`src/pbpm_pkg.sv`:
```
// Shared types, codes and arithmetic helpers for the pitch band peak meter.
`timescale 1ns / 1ps

package pbpm_pkg;

    localparam int BANDS    = 16;
    localparam int BAND_W   = $clog2(BANDS);
    localparam int PEAK_W   = 7;
    localparam int PITCH_W  = 7;
    localparam int CNT_W    = 8;

    localparam logic [CNT_W-1:0]   INTERVAL_RST = 8'd10;
    localparam logic [PITCH_W-1:0] PITCH_LO     = 7'd12;
    localparam logic [PITCH_W-1:0] PITCH_HI     = 7'd107;
    localparam logic [PITCH_W-1:0] HALF_OCT     = 7'd6;

    typedef enum logic [1:0] {
        CMD_IN_NOTE  = 2'd0,
        CMD_OUT_NOTE = 2'd1,
        CMD_TICK     = 2'd2,
        CMD_READ     = 2'd3
    } t_cmd;

    // controller -> datapath
    typedef struct packed {
        logic              accept;    // input beat taken this cycle
        logic              decay_en;  // decay sweep writes this cycle
        logic [BAND_W-1:0] decay_idx; // band being decayed
    } t_dp_cmd;

    // datapath -> controller
    typedef struct packed {
        logic tick_fire;              // current input is a tick that fires decay
    } t_dp_stat;

    // Pitch to band: clamp, octave via reciprocal multiply, half-octave bit.
    function automatic logic [BAND_W-1:0] pitch_to_band(input logic [PITCH_W-1:0] pitch);
        logic [PITCH_W-1:0] p;
        logic [PITCH_W-1:0] q;
        logic [12:0]        prod;
        logic [2:0]         oct;
        logic [PITCH_W-1:0] rem;
        p = pitch;
        if (p < PITCH_LO) p = PITCH_LO;
        if (p > PITCH_HI) p = PITCH_HI;
        q    = p - PITCH_LO;
        prod = {6'd0, q} * 13'd43;              // floor(q/12) for q <= 95
        oct  = prod[11:9];
        rem  = q - ({4'd0, oct} * 7'd12);
        return {oct, (rem >= HALF_OCT)};
    endfunction

    // floor(x*19/20) via reciprocal multiply, exact for 7-bit x.
    function automatic logic [PEAK_W-1:0] decay_peak(input logic [PEAK_W-1:0] x);
        logic [11:0] y;
        logic [23:0] p;
        y = {5'd0, x} * 12'd19;
        p = {12'd0, y} * 24'd3277;
        return p[22:16];
    endfunction

endpackage

```
`src/pbpm_ctrl.sv`:
```
// Controller: handshake, output valid and decay sweep sequencing.
`timescale 1ns / 1ps

module pbpm_ctrl (
    input  logic                i_clk,
    input  logic                i_rst_n,
    input  logic                i_in_valid,
    output logic                o_in_ready,
    output logic                o_out_valid,
    input  logic                i_out_ready,
    input  pbpm_pkg::t_dp_stat  i_stat,
    output pbpm_pkg::t_dp_cmd   o_cmd
);

    typedef enum logic {
        S_IDLE,
        S_DECAY
    } t_state;

    t_state                       r_state, n_state;
    logic                         r_out_valid, n_out_valid;
    logic [pbpm_pkg::BAND_W-1:0]  r_idx, n_idx;
    logic                         accept;

    assign o_in_ready  = (r_state == S_IDLE) && (!r_out_valid || i_out_ready);
    assign accept      = i_in_valid && o_in_ready;
    assign o_out_valid = r_out_valid;

    assign o_cmd.accept    = accept;
    assign o_cmd.decay_en  = (r_state == S_DECAY);
    assign o_cmd.decay_idx = r_idx;

    always_comb begin
        n_state     = r_state;
        n_idx       = r_idx;
        n_out_valid = r_out_valid;
        if (r_out_valid && i_out_ready) n_out_valid = 1'b0;
        if (accept) n_out_valid = 1'b1;
        case (r_state)
            S_IDLE: begin
                if (accept && i_stat.tick_fire) begin
                    n_state = S_DECAY;
                    n_idx   = '0;
                end
            end
            S_DECAY: begin
                n_idx = r_idx + 1'b1;
                if (r_idx == pbpm_pkg::BAND_W'(pbpm_pkg::BANDS - 1)) n_state = S_IDLE;
            end
            default: n_state = S_IDLE;
        endcase
    end

    always_ff @(posedge i_clk) begin
        if (!i_rst_n) begin
            r_state     <= S_IDLE;
            r_out_valid <= 1'b0;
            r_idx       <= '0;
        end else begin
            r_state     <= n_state;
            r_out_valid <= n_out_valid;
            r_idx       <= n_idx;
        end
    end

endmodule

```
`src/pbpm_datapath.sv`:
```
// Datapath: peak registers, decay counter, interval register and result register.
`timescale 1ns / 1ps

module pbpm_datapath (
    input  logic                          i_clk,
    input  logic                          i_rst_n,
    input  logic                          i_cfg_we,
    input  logic [pbpm_pkg::CNT_W-1:0]    i_cfg_wdata,
    input  logic [1:0]                    i_command,
    input  logic [pbpm_pkg::PITCH_W-1:0]  i_note_pitch,
    input  logic [pbpm_pkg::PEAK_W-1:0]   i_note_velocity,
    input  logic                          i_read_meter,
    input  logic [pbpm_pkg::BAND_W-1:0]   i_read_band,
    input  pbpm_pkg::t_dp_cmd             i_cmd,
    output pbpm_pkg::t_dp_stat            o_stat,
    output logic [pbpm_pkg::BAND_W-1:0]   o_band_index,
    output logic [pbpm_pkg::PEAK_W-1:0]   o_peak_value,
    output logic                          o_decay_fired
);

    logic [pbpm_pkg::PEAK_W-1:0] r_in_peaks  [pbpm_pkg::BANDS];
    logic [pbpm_pkg::PEAK_W-1:0] r_out_peaks [pbpm_pkg::BANDS];
    logic [pbpm_pkg::CNT_W-1:0]  r_count, n_count;
    logic [pbpm_pkg::CNT_W-1:0]  r_interval;
    logic [pbpm_pkg::BAND_W-1:0] r_band;
    logic [pbpm_pkg::PEAK_W-1:0] r_peak;
    logic                        r_fired;

    pbpm_pkg::t_cmd              cmd;
    logic                        is_note, is_tick;
    logic [pbpm_pkg::BAND_W-1:0] note_band;
    logic [pbpm_pkg::BAND_W-1:0] rd_idx;
    logic                        rd_meter;
    logic [pbpm_pkg::PEAK_W-1:0] rd_old;
    logic [pbpm_pkg::PEAK_W-1:0] note_peak;
    logic [pbpm_pkg::CNT_W:0]    cnt_next;
    logic                        fire;
    logic                        note_wr;

    assign cmd       = pbpm_pkg::t_cmd'(i_command);
    assign is_note   = (cmd == pbpm_pkg::CMD_IN_NOTE) || (cmd == pbpm_pkg::CMD_OUT_NOTE);
    assign is_tick   = (cmd == pbpm_pkg::CMD_TICK);
    assign note_band = pbpm_pkg::pitch_to_band(i_note_pitch);

    // one read address per cycle: sweep index, read band or note band
    always_comb begin
        if (i_cmd.decay_en) begin
            rd_idx   = i_cmd.decay_idx;
            rd_meter = 1'b0;
        end else if (cmd == pbpm_pkg::CMD_READ) begin
            rd_idx   = i_read_band;
            rd_meter = i_read_meter;
        end else begin
            rd_idx   = note_band;
            rd_meter = (cmd == pbpm_pkg::CMD_OUT_NOTE);
        end
    end

    assign rd_old    = rd_meter ? r_out_peaks[rd_idx] : r_in_peaks[rd_idx];
    assign note_peak = (i_note_velocity > rd_old) ? i_note_velocity : rd_old;
    assign note_wr   = i_cmd.accept && is_note && !i_cmd.decay_en;

    assign cnt_next  = {1'b0, r_count} + 1'b1;
    assign fire      = cnt_next > {1'b0, r_interval};
    assign o_stat.tick_fire = is_tick && fire;

    always_comb begin
        n_count = r_count;
        if (i_cmd.accept && is_tick) begin
            n_count = fire ? '0 : cnt_next[pbpm_pkg::CNT_W-1:0];
        end
    end

    always_ff @(posedge i_clk) begin
        if (!i_rst_n) begin
            r_count    <= '0;
            r_interval <= pbpm_pkg::INTERVAL_RST;
            for (int i = 0; i < pbpm_pkg::BANDS; i++) begin
                r_in_peaks[i]  <= '0;
                r_out_peaks[i] <= '0;
            end
        end else begin
            r_count <= n_count;
            if (i_cfg_we) r_interval <= i_cfg_wdata;
            if (i_cmd.decay_en) begin
                r_in_peaks[rd_idx]  <= pbpm_pkg::decay_peak(r_in_peaks[rd_idx]);
                r_out_peaks[rd_idx] <= pbpm_pkg::decay_peak(r_out_peaks[rd_idx]);
            end else if (note_wr) begin
                if (rd_meter) r_out_peaks[rd_idx] <= note_peak;
                else          r_in_peaks[rd_idx]  <= note_peak;
            end
        end
    end

    // result register, loaded on every accepted beat
    always_ff @(posedge i_clk) begin
        if (i_cmd.accept) begin
            case (cmd)
                pbpm_pkg::CMD_IN_NOTE, pbpm_pkg::CMD_OUT_NOTE: begin
                    r_band  <= rd_idx;
                    r_peak  <= note_peak;
                    r_fired <= 1'b0;
                end
                pbpm_pkg::CMD_TICK: begin
                    r_band  <= '0;
                    r_peak  <= '0;
                    r_fired <= fire;
                end
                default: begin
                    r_band  <= rd_idx;
                    r_peak  <= rd_old;
                    r_fired <= 1'b0;
                end
            endcase
        end
    end

    assign o_band_index  = r_band;
    assign o_peak_value  = r_peak;
    assign o_decay_fired = r_fired;

endmodule

```
`src/pitch_band_peak_meter_core.sv`:
```
// Top level of the pitch band peak meter: controller plus datapath.
`timescale 1ns / 1ps
// A result beat is valid in the cycle after its input beat is accepted.
// Throughput: one beat per cycle for notes, reads and non-firing ticks while the
//   receiver takes results; a tick that fires the decay is followed by a sweep
//   (one band of both meters per cycle, one decay unit per meter); no beat is taken.
// Reset (i_rst_n low, synchronous): all peaks and the tick counter clear,
//   decay_interval returns to 10, output valid drops.

module pitch_band_peak_meter_core (
    input  logic                          i_clk,
    input  logic                          i_rst_n,
    // configuration: decay_interval
    input  logic                          i_cfg_we,
    input  logic [pbpm_pkg::CNT_W-1:0]    i_cfg_wdata,
    // input beat
    input  logic                          i_in_valid,
    output logic                          o_in_ready,
    input  logic [1:0]                    i_command,
    input  logic [pbpm_pkg::PITCH_W-1:0]  i_note_pitch,
    input  logic [pbpm_pkg::PEAK_W-1:0]   i_note_velocity,
    input  logic                          i_read_meter,
    input  logic [pbpm_pkg::BAND_W-1:0]   i_read_band,
    // result beat
    output logic                          o_out_valid,
    input  logic                          i_out_ready,
    output logic [pbpm_pkg::BAND_W-1:0]   o_band_index,
    output logic [pbpm_pkg::PEAK_W-1:0]   o_peak_value,
    output logic                          o_decay_fired
);

    pbpm_pkg::t_dp_cmd  dp_cmd;
    pbpm_pkg::t_dp_stat dp_stat;

    // Controller: owns the handshake, the output valid flag and the sweep index.
    pbpm_ctrl u_ctrl (
        .i_clk       (i_clk),
        .i_rst_n     (i_rst_n),
        .i_in_valid  (i_in_valid),
        .o_in_ready  (o_in_ready),
        .o_out_valid (o_out_valid),
        .i_out_ready (i_out_ready),
        .i_stat      (dp_stat),
        .o_cmd       (dp_cmd)
    );

    // Datapath: peak registers, band mapping, decay math and result register.
    pbpm_datapath u_dp (
        .i_clk           (i_clk),
        .i_rst_n         (i_rst_n),
        .i_cfg_we        (i_cfg_we),
        .i_cfg_wdata     (i_cfg_wdata),
        .i_command       (i_command),
        .i_note_pitch    (i_note_pitch),
        .i_note_velocity (i_note_velocity),
        .i_read_meter    (i_read_meter),
        .i_read_band     (i_read_band),
        .i_cmd           (dp_cmd),
        .o_stat          (dp_stat),
        .o_band_index    (o_band_index),
        .o_peak_value    (o_peak_value),
        .o_decay_fired   (o_decay_fired)
    );

    // A firing tick must start the sweep, which blocks new beats.
    a_fire_blocks: assert property (@(posedge i_clk) disable iff (!i_rst_n)
        dp_cmd.accept && dp_stat.tick_fire |=> !o_in_ready && dp_cmd.decay_en)
        else $error("firing tick did not start decay sweep");

    // Every accepted beat yields a pending result next cycle.
    a_accept_result: assert property (@(posedge i_clk) disable iff (!i_rst_n)
        i_in_valid && o_in_ready |=> o_out_valid)
        else $error("accepted beat produced no result");

    // A decay result carries no band or peak.
    a_fire_payload: assert property (@(posedge i_clk) disable iff (!i_rst_n)
        o_out_valid && o_decay_fired |-> o_band_index == '0 && o_peak_value == '0)
        else $error("decay result with nonzero band or peak");

    // The sweep never overlaps an accepted beat.
    a_sweep_excl: assert property (@(posedge i_clk) disable iff (!i_rst_n)
        dp_cmd.decay_en |-> !dp_cmd.accept)
        else $error("beat accepted during decay sweep");

endmodule

```
`config.mk`:
```
export PLATFORM = sky130hd
export DESIGN_NAME = pitch_band_peak_meter_core
export DESIGN_NICKNAME = d
export VERILOG_FILES = /design/src/pbpm_pkg.sv /design/src/pbpm_ctrl.sv /design/src/pbpm_datapath.sv /design/src/pitch_band_peak_meter_core.sv
export SDC_FILE = /design/constraint.sdc
export NUM_CORES = 1
export LEC_CHECK = 0
export BUFFER_PORTS_ARGS = -buffer_cell sky130_fd_sc_hd__buf_2
export CORE_ASPECT_RATIO = 1.75
export CORE_MARGIN = 2
export CORE_UTILIZATION = 30
export DETAILED_ROUTE_END_ITERATION = 12
export GPL_ROUTABILITY_DRIVEN = 0
export GPL_TIMING_DRIVEN = 1
export RECOVER_POWER = 100
export SLEW_MARGIN = 20
export SYNTH_ARGS = -nofsm -noshare
export SYNTH_HDL_FRONTEND = slang
export SYNTH_HIERARCHICAL = 1
export SYNTH_SLANG_ARGS = --single-unit
```
`constraint.sdc`:
```
create_clock -name i_clk -period 19.9 [get_ports i_clk]
set_input_delay 3.98 -clock i_clk [delete_from_list [all_inputs] [get_ports i_clk]]
set_output_delay 3.98 -clock i_clk [all_outputs]
set_load 0.05 [all_outputs]
```
==> run_results.csv, run 1 <==
group,metric,value,unit
placement,dp_slack,-0.586,ns
cells_and_area,fin_nets,2511,
route,drtIter0Drc,1014,
cells_and_area,fin_util,33.4,%
logic_synthesis,netlist_instances,2123,
sta,setup_tns,0,ns
floorplan,core_area,70700,um^2
cells_and_area,fill_cells,7099,
hold_path,hold_class,"register to register",
logic_synthesis,yosysWarnings,6,
sta,relSlewSlack,-98.4,%
logic_synthesis,synth_ff_type,"edfxtp_1",
logic_synthesis,ys_top_cells_by_area,"edfxtp_1 (33%), ha_1 (15%), fa_1 (8.2%), mux2i_1 (4.2%), inv_1 (3.9%)",
placement,portBuffers,47,
setup_path,critPathKind,"primary input to register",
run,maxCapViolCount,3,
placement,dpl.cell_count,3031,
route,drtPass1Iterations,6,
clock_tree,cts_root_buf,"clkbuf_16",
route,wire_per_inst,20.1,um
logic_synthesis,synth_enable_flop_cells,236,
floorplan,rows,129,
setup_path,endpoint_kind,"register",
grt,grt_pass1_vias,17082,
sta,finalClockSkew,0.0183,ns
logic_synthesis,ys_types,81,
logic_synthesis,async_flop_share,0,%
setup_path,worst-path-stages,63,
clock_tree,insertion_delay,0.54,ns
placement,hpwl,47.9,mm
grt,grt_max_degree,58,
clock_tree,clk_path_buf_depth,3,
sta,fin_ws,0.716,ns
setup_path,startpoint_type,"primary input",
setup_path,rr_worst_depth,39,
setup_path,max_stage_delay,0.59,ns
setup_path,worstPathMaxFanout,26,
clock_tree,tritoncts,"yes",
cells_and_area,drive_above_1_share,9.92,%
sta,worst_pin_slew,2.95,ns
logic_synthesis,synth-seq-area-share,35.2,%
grt,grt_pass1_wl,95.3,mm
cells_and_area,seqCellArea,7530,um^2
logic_synthesis,syn_area_per_cell,10.1,um^2
grt,antenna_found_initial,6,
sta,fin_crit,19.18,ns
run_status,outcome,"complete, but fails checks",
route,ant_nets,0,
logic_synthesis,synth_area,21400,um^2
route,via_count,16256,
run_status,violations,"capacitance limit, slew limit",
setup_path,cp_slowest_cell,"o311ai_1",
cells_and_area,fin_cells,3075,
grt,overflow,0,
sta,drv_slew,92,
grt,gr-usage-all-layers,16.9,%
floorplan,io_pins,48,
logic_synthesis,netlist.area_leader.share,33.1,%
setup_path,cp_data_arrival_time,19.47,ns
hold_path,holdPathStages,2,
logic_synthesis,yosysTopAreaCell,"edfxtp_1",
floorplan,die_w,206,um
clock_tree,htreeDepth,1,
floorplan,die_area,73500,um^2
logic_synthesis,synth_nets,2494,
cells_and_area,multi_input_area,12700,um^2
setup_path,path_delay_family,"adder cells",
logic_synthesis,synth_seq_cells,258,
setup_path,cp.required,20.19,ns
clock_tree,clock_sinks,258,
clock_tree,cts_buffers,23,
setup_path,timing.critical_path.mode_cell,"inv_1",
sta,fmax,0.0521,GHz
clock_tree,clkTransAtPathRegs,0.07,ns
cells_and_area,area_growth,10.5,%
sta,setup_viol,0,
floorplan,start_util,30.2,%
route,via_per_inst,5.29,
sta,hold_viol_final,0,
floorplan,die_h,357,um
route,wl,61.9,mm
sta,timing.final.crit_share,96.4,%
setup_path,path_buf_inv,14,
route,drc,0,
[cell usage after synthesis, types with 10 or more instances]
library cell  count
edfxtp_1        236
a211oi_1         26
inv_1           220
mux2_2           28
dfxtp_1          22
nor2b_1          76
nand3_1          36
and2_1          115
buf_1            14
nand2_1         169
and3_1           34
o211ai_1         15
xor2_1           21
fa_1             88
a31oi_1          11
xnor2_1          30
a31o_2           19
a221oi_1         42
a21boi_0         10
nor3_1           16
buf_2            22
a21o_1           13
clkbuf_1         59
o21ai_0          46
a21oi_1         108
mux2i_1          90
ha_1            249
nor2_1          149
o21a_1           13
o21bai_1         10
[through the flow]
stage | hold slack, ns | area, um^2
final | 0.495 | 23600
after global routing | 0.528 | 23600
after CTS | 0.496 | 23500
after detailed placement | 0.486 | 22700
after global placement | 0.477 | 22700
after floorplan | 0.458 | 21400
[kinds of logic (layout without fill, tap and decap cells)]
| kind of cell | Yosys count | in the layout | share of synthesized area, % |
|---|---|---|---|
| compound gates | 399 | 399 | 13.2 |
| fa+ha+maj | 337 | 337 | 22.8 |
| other cells | 0 | 1 | 0 |
| flops | 258 | 258 | 35.2 |
| simple gates | 632 | 632 | 14.6 |
| buf+inv | 324 | 358 | 6.00 |
| mux | 120 | 120 | 5.90 |
| xor+xnor | 53 | 53 | 2.27 |
[routing by layer]
metal	wire (um)	up-vias	track usage [%]
li1	-	7561	-
met1	20600	7970	16.3
met2	33300	514	32.5
met3	3080	201	2.31
met4	4860	10	12.0
met5	55	-	0
[flip-flops by register name, summed over array words and instances, names as in the netlist]
| register | count |
|---|---|
| u_dp/r_in_peaks | 112 |
| u_dp/r_out_peaks | 112 |
| u_dp/o_band_index | 4 |
| u_ctrl/o_out_valid | 1 |
| u_dp/o_decay_fired | 1 |
| u_ctrl/r_state | 1 |
| u_dp/r_count | 8 |
| u_dp/o_peak_value | 7 |
| u_ctrl/r_idx | 4 |
| u_dp/r_interval | 8 |
[area by class of cell]
type	instances	area share [%]
Clock buffer	26	2.61
Tap cell	917	4.86
Timing Repair Buffer	96	2.50
Clock inverter	16	0.646
Sequential cell	258	31.9
Inverter	220	3.50
Antenna cell	1	0.0106
Multi-Input combinational cell	1541	54.0
[timing repair]
item | in CTS | in global routing
buffers inserted | 0 | 1
hold buffers | 0 | 0
endpoints found under the setup margin | 16 | 224
gates resized for setup | 1 | 35
pin swaps | 0 | 1
[tightest hold or removal path: stages (launching register included)]
cell and delay (ns):
dfxtp_1 0.33, nand2_1 0.05, a21boi_0 0.06
[layout by cell type (no fill, tap or decap), types with 9 or more instances in the layout]
cell,n
a31oi_1,12
buf_2,32
buf_4,44
a21boi_0,10
mux2i_1,90
edfxtp_1,236
and2_1,115
o21bai_1,10
o211ai_1,15
ha_1,249
inv_1,220
xnor2_1,27
a21oi_1,105
clkbuf_1,17
a221oi_1,39
fa_1,88
clkbuf_16,23
nand2_1,166
o21ai_0,48
and3_1,34
a31o_2,19
dfxtp_1,20
nor2_1,149
a211oi_1,19
a211o_1,9
a21o_1,13
xor2_1,20
o21a_1,13
nand3_1,36
nor2b_1,76
mux2_2,28
nor3_1,14
[path summary, 6_finish.rpt]
path	slack, ns	start	to
max	0.72	i_note_pitch[6]	u_dp/r_out_peaks[10][6]
max reg2reg	8.07	u_ctrl/r_state	u_dp/r_out_peaks[10][6]
min reg2reg	0.50	u_dp/r_count[1]	u_dp/r_count[1]
min	0.50	u_dp/r_count[1]	u_dp/r_count[1]
Power of run 1 is left out: the tool's default activity adds up to more than one toggle a clock period on the data nets, which glitch-free logic cannot reach.
==> run 2: changes to the inputs <==
Settings changed: CELL_PAD_IN_SITES_DETAIL_PLACEMENT from default to 1, CELL_PAD_IN_SITES_GLOBAL_PLACEMENT from default to 1, CORE_MARGIN 2 to 1.5, PLACE_DENSITY_LB_ADDON from default to 0.1.
==> run_results.csv, run 2 (synthesis gave the netlist of run 1 again) <==
group,metric,value,unit
route,drc,0,
floorplan,die_w,205,um
cells_and_area,final_area,23800,um^2
clock_tree,clk_path_buf_depth,3,
placement,dpl.cell_count,3049,
placement,hpwl,57.9,mm
placement,place_area,22900,um^2
setup_path,endpoint_kind,"register",
sta,finalClockSkew,0.0269,ns
sta,hold_viol_final,0,
setup_path,path_delay_family,"adder cells",
sta,fin_crit,18.96,ns
floorplan,die_h,356,um
run_status,violations,"capacitance limit, slew limit",
sta,worst_pin_slew,3.01,ns
floorplan,die_area,72900,um^2
sta,timing.final.crit_share,95.3,%
route,drtIter0Drc,653,
setup_path,path_buf_inv,14,
grt,gr-usage-all-layers,20.6,%
cells_and_area,top_regs,"u_dp/r_in_peaks: 112 flops, u_dp/r_out_peaks: 112 flops",
setup_path,critPathKind,"primary input to register",
setup_path,worstPathMaxFanout,32,
sta,fmax,0.0527,GHz
setup_path,max_stage_delay,0.57,ns
clock_tree,cts_root_buf,"clkbuf_16",
cells_and_area,final_cell_mix,"ha_1 (249), edfxtp_1 (236), inv_1 (220)",
setup_path,cp.required,20.33,ns
cells_and_area,fill_cells,7904,
cells_and_area,fin_cells,3101,
run,maxCapViolCount,2,
setup_path,cp_slowest_cell,"fa_1",
hold_path,hold_class,"register to register",
floorplan,rows,129,
clock_tree,clkTransAtPathRegs,0.06,ns
route,via_count,16246,
grt,grt_pass1_wl,112,mm
setup_path,startpoint_type,"primary input",
clock_tree,htreeDepth,1,
route,via_per_inst,5.24,
clock_tree,insertion_delay,0.59,ns
run_status,outcome,"complete, but fails checks",
route,drtPass1Iterations,7,
sta,relSlewSlack,-101,%
floorplan,core_area,70500,um^2
grt,grt_pass1_vias,17840,
route,ant_nets,0,
grt,antenna_found_initial,0,
sta,setup_viol,0,
cells_and_area,final_common_cell,"ha_1",
grt,grt_max_degree,57,
sta,rsz0062_at_grt,"no",
setup_path,cp_data_arrival_time,19.39,ns
grt,overflow,0,
route,wire_per_inst,24.0,um
route,wl,74.4,mm
clock_tree,post_cts.repair.setup_buffers,0,
floorplan,io_pins,48,
floorplan,start_util,30.3,%
clock_tree,clock_sinks,258,
cells_and_area,area_growth,11.6,%
cells_and_area,fin_nets,2534,
placement,portBuffers,47,
sta,drv_slew,75,
clock_tree,tritoncts,"yes",
cells_and_area,drive_above_1_share,9.76,%
clock_tree,cts_buffers,28,
[run 2: cell types whose count changed in the layout (fill, tap and decap cells not counted), sizes merged]
cell / delta
inv: -1
buf: +8
bufinv: +3
clkbuf: +15
clkinvlp: -3
clkinv: +4
[run 2: final cells by class]
type	instances	area, um^2	area share, %
multi-input combinational	1541	12700	53.1
tap	917	1150	4.81
clock buffer	31	712	2.99
clock inverter	19	234	0.981
timing repair buffer	114	731	3.06
sequential	258	7530	31.6
inverter	220	826	3.46
antenna	1	2.50	0.0105
[run 2: timing repair]
| item | 4_1_cts | 5_1_grt |
|---|---|---|
| gates resized for setup | 1 | 13 |
| hold buffers | 0 | 0 |
| setup endpoints to repair | 16 | 128 |
| hold endpoints to repair | 0 | 0 |
[run 2: stage by stage]
step,TNS [ns],util (%),setup WS (ns),hold WS [ns]
5_1_grt,0,33.8,0.00721,0.535
4_1_cts,0,33.8,0.184,0.499
3_3_place_gp,-11.11,32.4,-0.329,0.475
3_5_place_dp,-27.12,32.4,-0.575,0.490
2_1_floorplan,0,-,1.60,0.458
6_report,0,33.8,0.939,0.502
[run 2: per-layer routing]
layer / up-vias / track usage [%] / routed length [um]
li1: 7594 / - / -
met1: 8312 / 20.9 / 26800
met2: 241 / 42.4 / 42800
met5: - / 0 / 0
met3: 99 / 1.47 / 1690
met4: 0 / 8.31 / 3060
[run 2: final timing paths]
| path | from | to | slack, ns | cells past startpoint |
|---|---|---|---|---|
| worst max register to register | u_ctrl/r_state | u_dp/r_in_peaks[5][6] | 9.12 | 42 |
| worst min-delay path | u_dp/r_count[1] | u_dp/r_count[1] | 0.50 | 2 |
| worst min register to register | u_dp/r_count[1] | u_dp/r_count[1] | 0.50 | 2 |
| worst max-delay path | i_note_pitch[6] | u_dp/r_in_peaks[5][6] | 0.94 | 66 |
[run 2: worst min-delay path: stages, from the launching register on]
cell and delay [ns]:
dfxtp_1 0.33, nand2_1 0.05, a21boi_0 0.07
Power of run 2 is left out for the same reason.
